$ cat config.mk
export PLATFORM = sky130hd
export DESIGN_NAME = uri_percent_decode_path_check_top
export DESIGN_NICKNAME = d
export VERILOG_FILES = /design/src/rtl/core/upd_pkg.sv /design/src/rtl/core/upd_in_stage.sv /design/src/rtl/core/upd_core.sv /design/src/rtl/core/uri_percent_decode_path_check_top.sv
export SDC_FILE = /design/constraint.sdc
export NUM_CORES = 1
export LEC_CHECK = 0
export BUFFER_PORTS_ARGS = -buffer_cell sky130_fd_sc_hd__buf_4
export CAP_MARGIN = 20
export CORE_ASPECT_RATIO = 0.8
export CORE_MARGIN = 3
export CORE_UTILIZATION = 42
export DETAILED_ROUTE_END_ITERATION = 10
export GPL_ROUTABILITY_DRIVEN = 0
export PLACE_DENSITY_LB_ADDON = 0.1
export SYNTH_ARGS = -nofsm -noshare
export SYNTH_HDL_FRONTEND = slang
export SYNTH_HIERARCHICAL = 1
export SYNTH_SLANG_ARGS = --single-unit
$ cat constraint.sdc
create_clock -name clk_i -period 4.56 [get_ports clk_i]
set_input_delay 0.228 -clock clk_i [delete_from_list [all_inputs] [get_ports clk_i]]
set_output_delay 0.228 -clock clk_i [all_outputs]
set_load 0.05 [all_outputs]
$ cat src/rtl/core/upd_pkg.sv
// ---------------------------------------------------------------------------
// URI path decoder package
// Constants, codes, types and helpers shared by the path decoder modules.
// ---------------------------------------------------------------------------
package upd_pkg;

  localparam int MaxPathLen = 512;
  localparam int CharW      = 8;
  localparam int CfgW       = 10;
  localparam int ErrW       = 3;
  localparam int CountW     = $clog2(MaxPathLen + 1);
  localparam int LimW       = (CountW > CfgW) ? CountW : CfgW;
  localparam int OutDataW   = 16;

  localparam logic [CfgW-1:0] PathLimitReset = CfgW'(512);

  // decoder phases
  localparam logic [2:0] PhSlash = 3'd0;
  localparam logic [2:0] PhCopy  = 3'd1;
  localparam logic [2:0] PhHi    = 3'd2;
  localparam logic [2:0] PhLo    = 3'd3;
  localparam logic [2:0] PhStop  = 3'd4;
  localparam logic [2:0] PhErr   = 3'd5;

  // segment kinds
  localparam logic [1:0] SegEmpty  = 2'd0;
  localparam logic [1:0] SegDot    = 2'd1;
  localparam logic [1:0] SegDotDot = 2'd2;
  localparam logic [1:0] SegOther  = 2'd3;

  // verdict codes
  localparam logic [ErrW-1:0] ErrNone    = 3'd0;
  localparam logic [ErrW-1:0] ErrNoSlash = 3'd1;
  localparam logic [ErrW-1:0] ErrEscape  = 3'd2;
  localparam logic [ErrW-1:0] ErrBadChar = 3'd3;
  localparam logic [ErrW-1:0] ErrTooLong = 3'd4;
  localparam logic [ErrW-1:0] ErrParent  = 3'd5;

  localparam logic [CharW-1:0] ChNul       = 8'h00;
  localparam logic [CharW-1:0] ChPercent   = 8'h25;
  localparam logic [CharW-1:0] ChQuery     = 8'h3F;
  localparam logic [CharW-1:0] ChHash      = 8'h23;
  localparam logic [CharW-1:0] ChBackslash = 8'h5C;
  localparam logic [CharW-1:0] ChDot       = 8'h2E;
  localparam logic [CharW-1:0] ChSlash     = 8'h2F;

  typedef struct packed {
    logic             is_end;
    logic [CharW-1:0] char_in;
  } upd_word_t;

  typedef struct packed {
    logic             ok;
    logic [3:0]       nibble;
  } upd_hex_t;

  function automatic upd_hex_t decode_hex(input logic [CharW-1:0] c);
    upd_hex_t r;
    r = '{ok: 1'b0, nibble: 4'd0};
    case (c) inside
      [8'h30:8'h39]: r = '{ok: 1'b1, nibble: 4'(c - 8'h30)};
      [8'h41:8'h46]: r = '{ok: 1'b1, nibble: 4'(c - 8'h41 + 8'd10)};
      [8'h61:8'h66]: r = '{ok: 1'b1, nibble: 4'(c - 8'h61 + 8'd10)};
      default:       r = '{ok: 1'b0, nibble: 4'd0};
    endcase
    return r;
  endfunction

endpackage

$ cat src/rtl/core/upd_in_stage.sv
// ---------------------------------------------------------------------------
// URI path decoder input stage
// Registers one incoming word and holds it until the decoder takes it.
// ---------------------------------------------------------------------------
module upd_in_stage (
  input  logic              clk_i,
  input  logic              rst_ni,
  input  logic              in_valid_i,
  output logic              in_ready_o,
  input  upd_pkg::upd_word_t in_word_i,
  output logic              out_valid_o,
  input  logic              out_ready_i,
  output upd_pkg::upd_word_t out_word_o
);
  import upd_pkg::*;

  logic      vld_q, vld_d;
  upd_word_t word_q;

  assign in_ready_o = !vld_q || out_ready_i;

  always_comb begin
    vld_d = vld_q;
    if (in_ready_o) begin
      vld_d = in_valid_i;
    end
  end

  always_ff @(posedge clk_i or negedge rst_ni) begin
    if (!rst_ni) begin
      vld_q <= 1'b0;
    end else begin
      vld_q <= vld_d;
    end
  end

  // payload: load on every accepted word
  always_ff @(posedge clk_i) begin
    if (in_ready_o && in_valid_i) begin
      word_q <= in_word_i;
    end
  end

  assign out_valid_o = vld_q;
  assign out_word_o  = word_q;

endmodule

$ cat src/rtl/core/upd_core.sv
// ---------------------------------------------------------------------------
// URI path decoder core
// Percent decoding, path checks and the result register.
// ---------------------------------------------------------------------------
module upd_core (
  input  logic                      clk_i,
  input  logic                      rst_ni,
  input  logic                      cfg_valid_i,
  input  logic [upd_pkg::CfgW-1:0]  cfg_data_i,
  input  logic                      in_valid_i,
  output logic                      in_ready_o,
  input  upd_pkg::upd_word_t        in_word_i,
  output logic                      res_valid_o,
  input  logic                      res_ready_i,
  output logic                      res_is_verdict_o,
  output logic [upd_pkg::CharW-1:0] res_path_byte_o,
  output logic                      res_accepted_o,
  output logic [upd_pkg::ErrW-1:0]  res_error_code_o
);
  import upd_pkg::*;

  logic [2:0]        phase_q, phase_d;
  logic [3:0]        hi_q, hi_d;
  logic [CountW-1:0] cnt_q, cnt_d;
  logic [1:0]        seg_q, seg_d;
  logic [ErrW-1:0]   err_q, err_d;
  logic [CfgW-1:0]   lim_q;

  logic              out_vld_q, out_vld_d;
  logic              out_verdict_q;
  logic [CharW-1:0]  out_byte_q;
  logic              out_acc_q;
  logic [ErrW-1:0]   out_code_q;

  logic              take;
  logic              end_mark;
  upd_hex_t          hex;
  logic              dec_take;
  logic [CharW-1:0]  dec_byte;
  logic [LimW-1:0]   lim_eff;
  logic              emit, emit_verdict;
  logic [ErrW-1:0]   verdict_code;

  assign in_ready_o = !out_vld_q || res_ready_i;
  assign take       = in_valid_i && in_ready_o;
  assign end_mark   = in_word_i.is_end || (in_word_i.char_in == ChNul);
  assign hex        = decode_hex(in_word_i.char_in);
  assign lim_eff    = (LimW'(lim_q) < LimW'(MaxPathLen)) ? LimW'(lim_q) : LimW'(MaxPathLen);

  always_comb begin
    if (phase_q == PhErr) begin
      verdict_code = err_q;
    end else if (phase_q == PhSlash) begin
      verdict_code = ErrNoSlash;
    end else if (phase_q == PhHi || phase_q == PhLo) begin
      verdict_code = ErrEscape;
    end else if (seg_q == SegDotDot) begin
      verdict_code = ErrParent;
    end else begin
      verdict_code = ErrNone;
    end
  end

  always_comb begin
    phase_d      = phase_q;
    hi_d         = hi_q;
    cnt_d        = cnt_q;
    seg_d        = seg_q;
    err_d        = err_q;
    emit         = 1'b0;
    emit_verdict = 1'b0;
    dec_take     = 1'b0;
    dec_byte     = in_word_i.char_in;

    if (take) begin
      if (end_mark) begin
        emit         = 1'b1;
        emit_verdict = 1'b1;
        phase_d      = PhSlash;
        hi_d         = 4'd0;
        cnt_d        = '0;
        seg_d        = SegEmpty;
        err_d        = ErrNone;
      end else begin
        case (phase_q)
          PhSlash: begin
            if (in_word_i.char_in == ChSlash) begin
              phase_d = PhCopy;
            end else begin
              phase_d = PhErr;
              err_d   = ErrNoSlash;
            end
          end
          PhCopy: begin
            if (in_word_i.char_in == ChQuery || in_word_i.char_in == ChHash) begin
              phase_d = PhStop;
            end else if (in_word_i.char_in == ChPercent) begin
              phase_d = PhHi;
            end else begin
              dec_take = 1'b1;
            end
          end
          PhHi: begin
            if (hex.ok) begin
              hi_d    = hex.nibble;
              phase_d = PhLo;
            end else begin
              phase_d = PhErr;
              err_d   = ErrEscape;
            end
          end
          PhLo: begin
            if (hex.ok) begin
              phase_d  = PhCopy;
              dec_take = 1'b1;
              dec_byte = {hi_q, hex.nibble};
            end else begin
              phase_d = PhErr;
              err_d   = ErrEscape;
            end
          end
          default: begin
          end
        endcase

        // checks on a decoded byte, in priority order
        if (dec_take) begin
          if (dec_byte == ChNul || dec_byte == ChBackslash) begin
            phase_d = PhErr;
            err_d   = ErrBadChar;
          end else if (LimW'(cnt_q) >= lim_eff) begin
            phase_d = PhErr;
            err_d   = ErrTooLong;
          end else if (dec_byte == ChSlash && seg_q == SegDotDot) begin
            phase_d = PhErr;
            err_d   = ErrParent;
          end else begin
            emit  = 1'b1;
            cnt_d = cnt_q + CountW'(1);
            if (dec_byte == ChSlash) begin
              seg_d = SegEmpty;
            end else if (dec_byte == ChDot) begin
              case (seg_q)
                SegEmpty: seg_d = SegDot;
                SegDot:   seg_d = SegDotDot;
                default:  seg_d = SegOther;
              endcase
            end else begin
              seg_d = SegOther;
            end
          end
        end
      end
    end
  end

  always_comb begin
    out_vld_d = out_vld_q;
    if (emit) begin
      out_vld_d = 1'b1;
    end else if (res_ready_i) begin
      out_vld_d = 1'b0;
    end
  end

  always_ff @(posedge clk_i or negedge rst_ni) begin
    if (!rst_ni) begin
      phase_q   <= PhSlash;
      hi_q      <= 4'd0;
      cnt_q     <= '0;
      seg_q     <= SegEmpty;
      err_q     <= ErrNone;
      lim_q     <= PathLimitReset;
      out_vld_q <= 1'b0;
    end else begin
      phase_q   <= phase_d;
      hi_q      <= hi_d;
      cnt_q     <= cnt_d;
      seg_q     <= seg_d;
      err_q     <= err_d;
      out_vld_q <= out_vld_d;
      if (cfg_valid_i) begin
        lim_q <= cfg_data_i;
      end
    end
  end

  // result payload: load only when a new word is produced
  always_ff @(posedge clk_i) begin
    if (emit) begin
      out_verdict_q <= emit_verdict;
      out_byte_q    <= emit_verdict ? '0 : dec_byte;
      out_acc_q     <= emit_verdict && (verdict_code == ErrNone);
      out_code_q    <= emit_verdict ? verdict_code : ErrNone;
    end
  end

  assign res_valid_o      = out_vld_q;
  assign res_is_verdict_o = out_verdict_q;
  assign res_path_byte_o  = out_byte_q;
  assign res_accepted_o   = out_acc_q;
  assign res_error_code_o = out_code_q;

endmodule

$ cat src/rtl/core/uri_percent_decode_path_check_top.sv
// ---------------------------------------------------------------------------
// URI path decoder and checker
// Percent-decodes a request path byte by byte and gives a verdict per URI.
// ---------------------------------------------------------------------------
// Input stream: one raw URI byte per word in s_axis_tdata; s_axis_tlast (or a
// zero byte) ends the URI. Output stream: m_axis_tuser low for a decoded path
// byte, high for the verdict word that closes each URI; tdata carries the
// byte, the accepted flag and the error code.
// Configuration: cfg_data_i sets the path limit when cfg_valid_i is high;
// cfg_ready_o is always high. Write it only between URIs.
// Path: an accepted word is registered in the input stage, decoded by the core
// and loaded into the result register, which drives the master side.
// Throughput: one word per cycle while the output is not stalled; the
// decoder updates all its state as each word is taken, so nothing limits
// the rate but the output handshake. Words that produce no result (leading
// slash, percent sign, first escape digit, query part, bytes after an error)
// are consumed without an output word.
// Stall: when m_axis_tready is low the result register holds and the input
// register fills; s_axis_tready then drops until the result is taken.
// Reset: clears all state, sets the path limit to 512 and empties both
// registers; the next byte is expected to be the leading slash.
module uri_percent_decode_path_check_top (
  input  logic                            clk_i,
  input  logic                            rst_ni,
  input  logic                            cfg_valid_i,
  output logic                            cfg_ready_o,
  input  logic [upd_pkg::CfgW-1:0]        cfg_data_i,    // path_limit
  input  logic                            s_axis_tvalid,
  output logic                            s_axis_tready,
  input  logic [7:0]                      s_axis_tdata,  // [7:0] char_in
  input  logic                            s_axis_tlast,  // is_end
  output logic                            m_axis_tvalid,
  input  logic                            m_axis_tready,
  // [7:0] path_byte, [8] accepted, [11:9] error_code, [15:12] zero
  output logic [upd_pkg::OutDataW-1:0]    m_axis_tdata,
  output logic                            m_axis_tuser   // is_verdict
);
  import upd_pkg::*;

  upd_word_t        in_word;
  upd_word_t        stage_word;
  logic             stage_valid;
  logic             core_ready;
  logic [CharW-1:0] path_byte;
  logic             accepted;
  logic [ErrW-1:0]  error_code;

  assign cfg_ready_o = 1'b1;
  assign in_word     = '{is_end: s_axis_tlast, char_in: s_axis_tdata};

  upd_in_stage u_in_stage (
    .clk_i       (clk_i),
    .rst_ni      (rst_ni),
    .in_valid_i  (s_axis_tvalid),
    .in_ready_o  (s_axis_tready),
    .in_word_i   (in_word),
    .out_valid_o (stage_valid),
    .out_ready_i (core_ready),
    .out_word_o  (stage_word)
  );

  upd_core u_core (
    .clk_i            (clk_i),
    .rst_ni           (rst_ni),
    .cfg_valid_i      (cfg_valid_i),
    .cfg_data_i       (cfg_data_i),
    .in_valid_i       (stage_valid),
    .in_ready_o       (core_ready),
    .in_word_i        (stage_word),
    .res_valid_o      (m_axis_tvalid),
    .res_ready_i      (m_axis_tready),
    .res_is_verdict_o (m_axis_tuser),
    .res_path_byte_o  (path_byte),
    .res_accepted_o   (accepted),
    .res_error_code_o (error_code)
  );

  assign m_axis_tdata = {4'd0, error_code, accepted, path_byte};

endmodule

After elaboration in Yosys (flattened, before gate mapping)
Cells that the tools add are included. W data, S select, Z words.

Bits in latches: 0. Memory bits (read-only): 0. Memories kept: 0. Flip-flop bits (word level): 56. Word-level logic and storage cells: 136. Output and inout bits: 20. Memory bits (writable): 0.

Equality and inequality tests: 16. Div/mod/pow operators: 0. Multipliers: 0. Reductions and logical operators: 27. Bitwise logic cells: 0. Order comparisons: 8. Mux-type cells: 65. Shift operators: 0. Add/subtract/negate cells: 6.

Operator list (number): $mux W3 (21); $mux W10 (6); $eq A8 B6 Y1 const B (6); $mux W8 (6); $ge A8 B7 Y1 const B (2); $le A8 B7 Y1 const B (2); $logic_not A8 Y1 (2); $mux W1 (15); $mux W5 (3); $mux W2 (7); $mux W4 (3); $pmux W3 S4 (1); $sub A4 B1 Y4 const B (3); $add A10 B1 Y10 const B (1); $ge A10 B10 Y1 (1); $lt A10 B10 Y1 const B (1); $add A4 B4 Y4 const B (2); $eq A8 B7 Y1 const B (1); $ge A8 B6 Y1 const B (1); $le A8 B6 Y1 const B (1); $reduce_bool A2 Y1 (4); $logic_and A1 B1 Y1 (7); $eq A3 B2 Y1 const B (2); $logic_not A3 Y1 (2); 14 further kinds (22).

Longest topological paths before layout
Word-level depth: 18. Gate-level depth with buffers: 11. Gate-level depth less buffers: 10.

By module
Netlist, hierarchy kept.

By module, submodules not included: upd_core (cells each 335, times used 1, area each 3171.8 sq um); upd_in_stage (cells each 13, times used 1, area each 324.1 sq um); uri_percent_decode_path_check_top (cells each 8, times used 1, area each 52.6 sq um).

Worst setup path after synthesis
No wires, ideal clock.

Path kind: register to register. Start: reg u_in_stage.word_q, in the netlist u_in_stage/out_word_o[4]. End: reg u_core.out_acc_q, in the netlist u_core/res_accepted_o, enable pin. Arrival: 2.809 ns. Clock period less this slack: 3.165 ns. Stages on the path, launching flop included: 9. Path buffers: 1. Data required time: 4.204 ns. Setup slack: 1.395 ns. Setup time: 0.356 ns. Cell sequence: edfxtp_1 buf_6 or4b_4 nor4_4 mux2_2 o211a_1 nor3_1 nand3_1 nand2_1.

Longest elaborated chain between the ends: 17.

Ends and longest elaborated chain: start: declaration (RTL line upd_in_stage.sv:18) `upd_word_t word_q;`; start signal: assignment (RTL line upd_in_stage.sv:40) `word_q <= in_word_i;`; $ge A8 B7 Y1 (implied by the code) / $le A8 B7 Y1 (equally long branches) (RTL line upd_core.sv:47) `assign hex = decode_hex(in_word_i.char_in);`; $logic_and A1 B1 Y1 (implied by the code) (RTL line upd_core.sv:47); $mux W5 (3 in a row) (RTL line upd_pkg.sv:60) `case (c) inside`; $mux W8 (RTL line upd_core.sv:113) `if (hex.ok) begin`; $mux W8 (RTL line upd_core.sv:85) `case (phase_q)`; $mux W8 (RTL line upd_core.sv:76) `if (end_mark) begin`; $mux W8 (RTL line upd_core.sv:75) `if (take) begin`; $eq A8 B6 Y1 (RTL line upd_core.sv:134) `end else if (dec_byte == ChSlash && seg_q == SegDotDot) begin`; $logic_and A1 B1 Y1 (RTL line upd_core.sv:134); $mux W1 (RTL line upd_core.sv:134); $mux W1 (RTL line upd_core.sv:131) `end else if (LimW'(cnt_q) >= lim_eff) begin`; $mux W1 (RTL line upd_core.sv:128) `if (dec_byte == ChNul || dec_byte == ChBackslash) begin`; $mux W1 (RTL line upd_core.sv:127) `if (dec_take) begin`; $mux W1 * (RTL line upd_core.sv:76); $mux W1 * (RTL line upd_core.sv:75); named net u_core.emit (RTL line upd_core.sv:41) `logic emit, emit_verdict;`; end signal: assignment (RTL line upd_core.sv:193) `out_acc_q <= emit_verdict && (verdict_code == ErrNone);`; end: declaration (RTL line upd_core.sv:32) `logic out_acc_q;`.

Mark *: on every way through the listed nets, which the timed path passes. The rest lies on a longest branch. The select of a mux whose other input is x is not followed. A chain may end at the register's enable or synchronous reset.

Final worst setup path
Start: reg u_in_stage.word_q, in the netlist u_in_stage/out_word_o[0]. End: reg u_core.out_byte_q[1], in the netlist u_core/res_path_byte_o[1], enable pin.

Longest elaborated chain between the ends: 17.

Ends and longest elaborated chain: $sub A4 B1 Y4, or another cell as far along (RTL line upd_pkg.sv:62, upd_pkg.sv:63); $add A4 B4 Y4 / $logic_and A1 B1 Y1 (equally long branches) (RTL line upd_pkg.sv:62, upd_pkg.sv:63, upd_core.sv:47); $mux W5 (3 in a row) (RTL line upd_pkg.sv:60); $mux W8 (RTL line upd_core.sv:113); $mux W8 (RTL line upd_core.sv:85); $mux W8 (RTL line upd_core.sv:76); $mux W8 (RTL line upd_core.sv:75); $eq A8 B6 Y1 (RTL line upd_core.sv:134); $logic_and A1 B1 Y1 (RTL line upd_core.sv:134); $mux W1 (RTL line upd_core.sv:134); $mux W1 (RTL line upd_core.sv:131); $mux W1 (RTL line upd_core.sv:128); $mux W1 (RTL line upd_core.sv:127); $mux W1 * (RTL line upd_core.sv:76); $mux W1 * (RTL line upd_core.sv:75); named net u_core.emit (RTL line upd_core.sv:41); end signal: assignment (RTL line upd_core.sv:192) `out_byte_q <= emit_verdict ? '0 : dec_byte;`; end: declaration (RTL line upd_core.sv:31) `logic [CharW-1:0] out_byte_q;`.

Marks and branches as above.

==> results_dict.tcl <==
set metrics [dict create \
    status "completed" \
    synth_top_family_by_area "simple AND/OR/NAND/NOR gates" \
    dpl.hpwl_um 6440 \
    rsz0062_at_grt "no" \
    firstDrtPassIters 5 \
    worst-r2r-setup-slack_ps 660 \
    io_pins 44 \
    final-setup-viol-count 0 \
    cts.clk_slew.worst_paths_ps 90 \
    worst-path-buf-inv 1 \
    final_common_cell "buf_4" \
    min_to "u_in_stage/out_word_o[8]$_DFFE_PP_" \
    rows 29 \
    synth_cell_types 77 \
    cts.sinks 56 \
    synthTopCellsByArea "dfrtp_1 (23%), edfxtp_1 (19%), ha_1 (4.9%)" \
    ant_nets 0 \
    cp.arrival_ps 3850 \
    wl_per_cell_um 17.6 \
    yosysWarnings 6 \
    skew_ps 9.41 \
    fin_setup_tns_ps 0 \
    die_y_um 88.2 \
    worst-r2r-cell-count 9 \
    synth_area_um2 3550 \
    max_cap_violations 0 \
    synthSimpleGateAreaFrac 0.218 \
    yosys.area_share.adder 0.0494 \
    dr.first_iter.drc_count 294 \
    crit_slowest_cell "edfxtp_1" \
    final_nets 422 \
    period_minus_slack_ps 3900 \
    fmax_mhz 256 \
    start_util 0.441 \
    hold_viol_final 0 \
    cts_buffers 5 \
    die-width_um 109 \
    r2r_start "u_in_stage/out_word_o[0]$_DFFE_PP_" \
    min_path_type "primary input to register" \
    final_layout_size_suffix_gt1_frac 0.210 \
    seq_area_frac_synth 0.426 \
    slew_headroom 0.412 \
    leakagePower_nw 1.63 \
    worstSetupEndpointType "register" \
    synth.area.mux_share 0.0501 \
    synthArstFlopShare 0.607 \
    dieArea_um2 9590 \
    synth_seq_cells 56 \
    cts_tree "yes" \
    synth-compound-area-share 0.199 \
    cts_buffer_depth 2 \
    syn-instance-count 356 \
    cts_root_buffer "clkbuf_8" \
    hold_depth 1 \
    syn_avg_cell_area_um2 9.97 \
    path_cells "inv_1, ha_1, nor3b_1, nor4_4, mux2_2, o211a_1, nor3_1, nand3_1, nand2_1" \
    antenna_found_initial 0 \
    ir_worst_vdd_v 0.000210 \
    crit_family "simple AND/OR/NAND/NOR gates" \
    cp_data_required_time_ps 4510 \
    drc 0 \
    portBuffers 38 \
    max_stage_delay_ps 680 \
    area_growth_pct 11.3 \
    grt_overflow 0 \
    grt.total_usage 0.193 \
    synth_top_area_share 0.233 \
    placedInstanceArea_um2 3850 \
    cp-start-kind "register" \
    dr_total_vias 2963 \
    synth-edff-count 22 \
    mostFrequentLayoutCells "buf_4 (39), nand2_1 (38), dfrtp_1 (33)" \
    finalInstanceArea_um2 3950 \
    core_um2 8060 \
    via_per_inst 6.01 \
    synth_top_area_cell "dfrtp_1" \
    post_cts_buffers 0 \
    critPathMaxFanout 14 \
    synth_ff_type "dfrtp_1" \
    synth_xor_area_frac 0.00740 \
    diodes 0 \
    p_per_area_nw_per_um2 427 \
    grt_max_degree 35 \
    regToRegEndpoint "u_core/res_path_byte_o[1]$_SDFFCE_PP0P_" \
    htreeDepth 2 \
    fin_crit_sh 0.856 \
    grt_pass1_vias 2737 \
    final_max_slew_viol_count 0 \
    grt_first_pass_wirelength_um 14400 \
    worst_pin_slew_ps 880 \
    holdCritStartpoint "s_axis_tlast" \
    critical_path_class "register to register" \
    routed_wl_um 8690 \
    clk_latency_ps 310 \
]
## layer usage
metal	wire [um]	global-route usage	vias up
li1	-	-	1398
met1	4360	0.298	1414
met2	3530	0.269	142
met3	734	0.0416	9
met4	66	0.0573	0
met5	0	0	-
## cell type report
| cell class | count | area, um^2 |
|---|---|---|
| tap | 108 | 135 |
| sequential | 56 | 1510 |
| inverter | 9 | 33.8 |
| clock buffer | 8 | 90.1 |
| fill | 776 | 4110 |
| timing repair buffer | 40 | 303 |
| multi-input combinational | 272 | 1880 |
## timing repair
action | 4_1_cts | 5_1_grt
gates resized for setup | 0 | 0
hold buffers | 1 | 0
hold endpoints to repair | 33 | 0
## cell families (layout without fill, tap and decap cells)
kind of cell	after synthesis	in the layout
compound gates	95	95
buf+inv	31	57
xor+xnor	3	3
mux	16	16
fa+ha+maj	14	14
simple gates	139	139
flops	56	56
other cells	2	5
## worst max path at each step
stage | from | endpoint | slack (ps) | cells after the start
floorplan | u_in_stage/out_word_o[4]$_DFFE_PP_ | u_core/res_accepted_o$_DFFE_PP_ | 1390 | 8
global placement | u_in_stage/out_word_o[0]$_DFFE_PP_ | u_core/res_path_byte_o[2]$_SDFFCE_PP0P_ | 910 | 9
detailed placement | u_in_stage/out_word_o[0]$_DFFE_PP_ | u_core/res_error_code_o[1]$_SDFFCE_PN0P_ | 730 | 9
CTS | u_in_stage/out_word_o[0]$_DFFE_PP_ | u_core/res_error_code_o[1]$_SDFFCE_PN0P_ | 710 | 9
global route | u_in_stage/out_word_o[0]$_DFFE_PP_ | u_core/res_error_code_o[1]$_SDFFCE_PN0P_ | 400 | 9
finish | u_in_stage/out_word_o[0]$_DFFE_PP_ | u_core/res_path_byte_o[1]$_SDFFCE_PP0P_ | 660 | 9
## power breakdown
group	switching [mW]	total (mW)	internal (mW)	leakage [nW]
Sequential	0.106	0.739	0.633	0.652
Clock	0.154	0.279	0.124	0.0455
Combinational	0.440	0.671	0.231	0.935
## registers in the layout, summed over array words and instances, names as in the netlist, 2 cells and up
register,flops
u_core/hi_q,4
u_core/lim_q,10
u_core/cnt_q,10
u_in_stage/out_word_o,9
u_core/res_error_code_o,3
u_core/res_path_byte_o,8
u_core/phase_q,3
u_core/err_q,3
u_core/seg_q,2
## cells in the mapped netlist (3+ instances only)
library cell	n
nor4_1	3
buf_4	7
o31ai_1	6
or4_1	4
a211oi_1	3
a21oi_1	18
nor2_1	27
a32o_1	8
dfrtp_1	33
clkbuf_1	7
mux2_2	14
nor2b_1	3
a21o_1	4
a31oi_1	3
nand2b_1	8
nand2_1	38
ha_1	14
o211ai_1	4
edfxtp_1	22
xnor2_1	3
nor3_1	9
o21ai_0	16
inv_1	7
o41ai_1	4
nand4_1	6
nand3_1	8
nor3b_1	3
or2_2	3
buf_2	3
a31o_2	3
and2_1	4
buf_6	3
## metrics by stage
stage | setup WS [ps] | total power, mW | util | hold slack [ps] | std cells
floorplan | 1390 | 1.24 | - | -67.6 | 359
global placement | 905 | 1.42 | 0.478 | 220 | 484
detailed placement | 728 | 1.41 | 0.478 | 223 | 484
CTS | 714 | 1.70 | 0.490 | 81.6 | 493
global route | 397 | 1.80 | 0.490 | 75.5 | 493
finish | 658 | 1.69 | 0.490 | 97.8 | 493
Power figures use the tool's default switching activity.
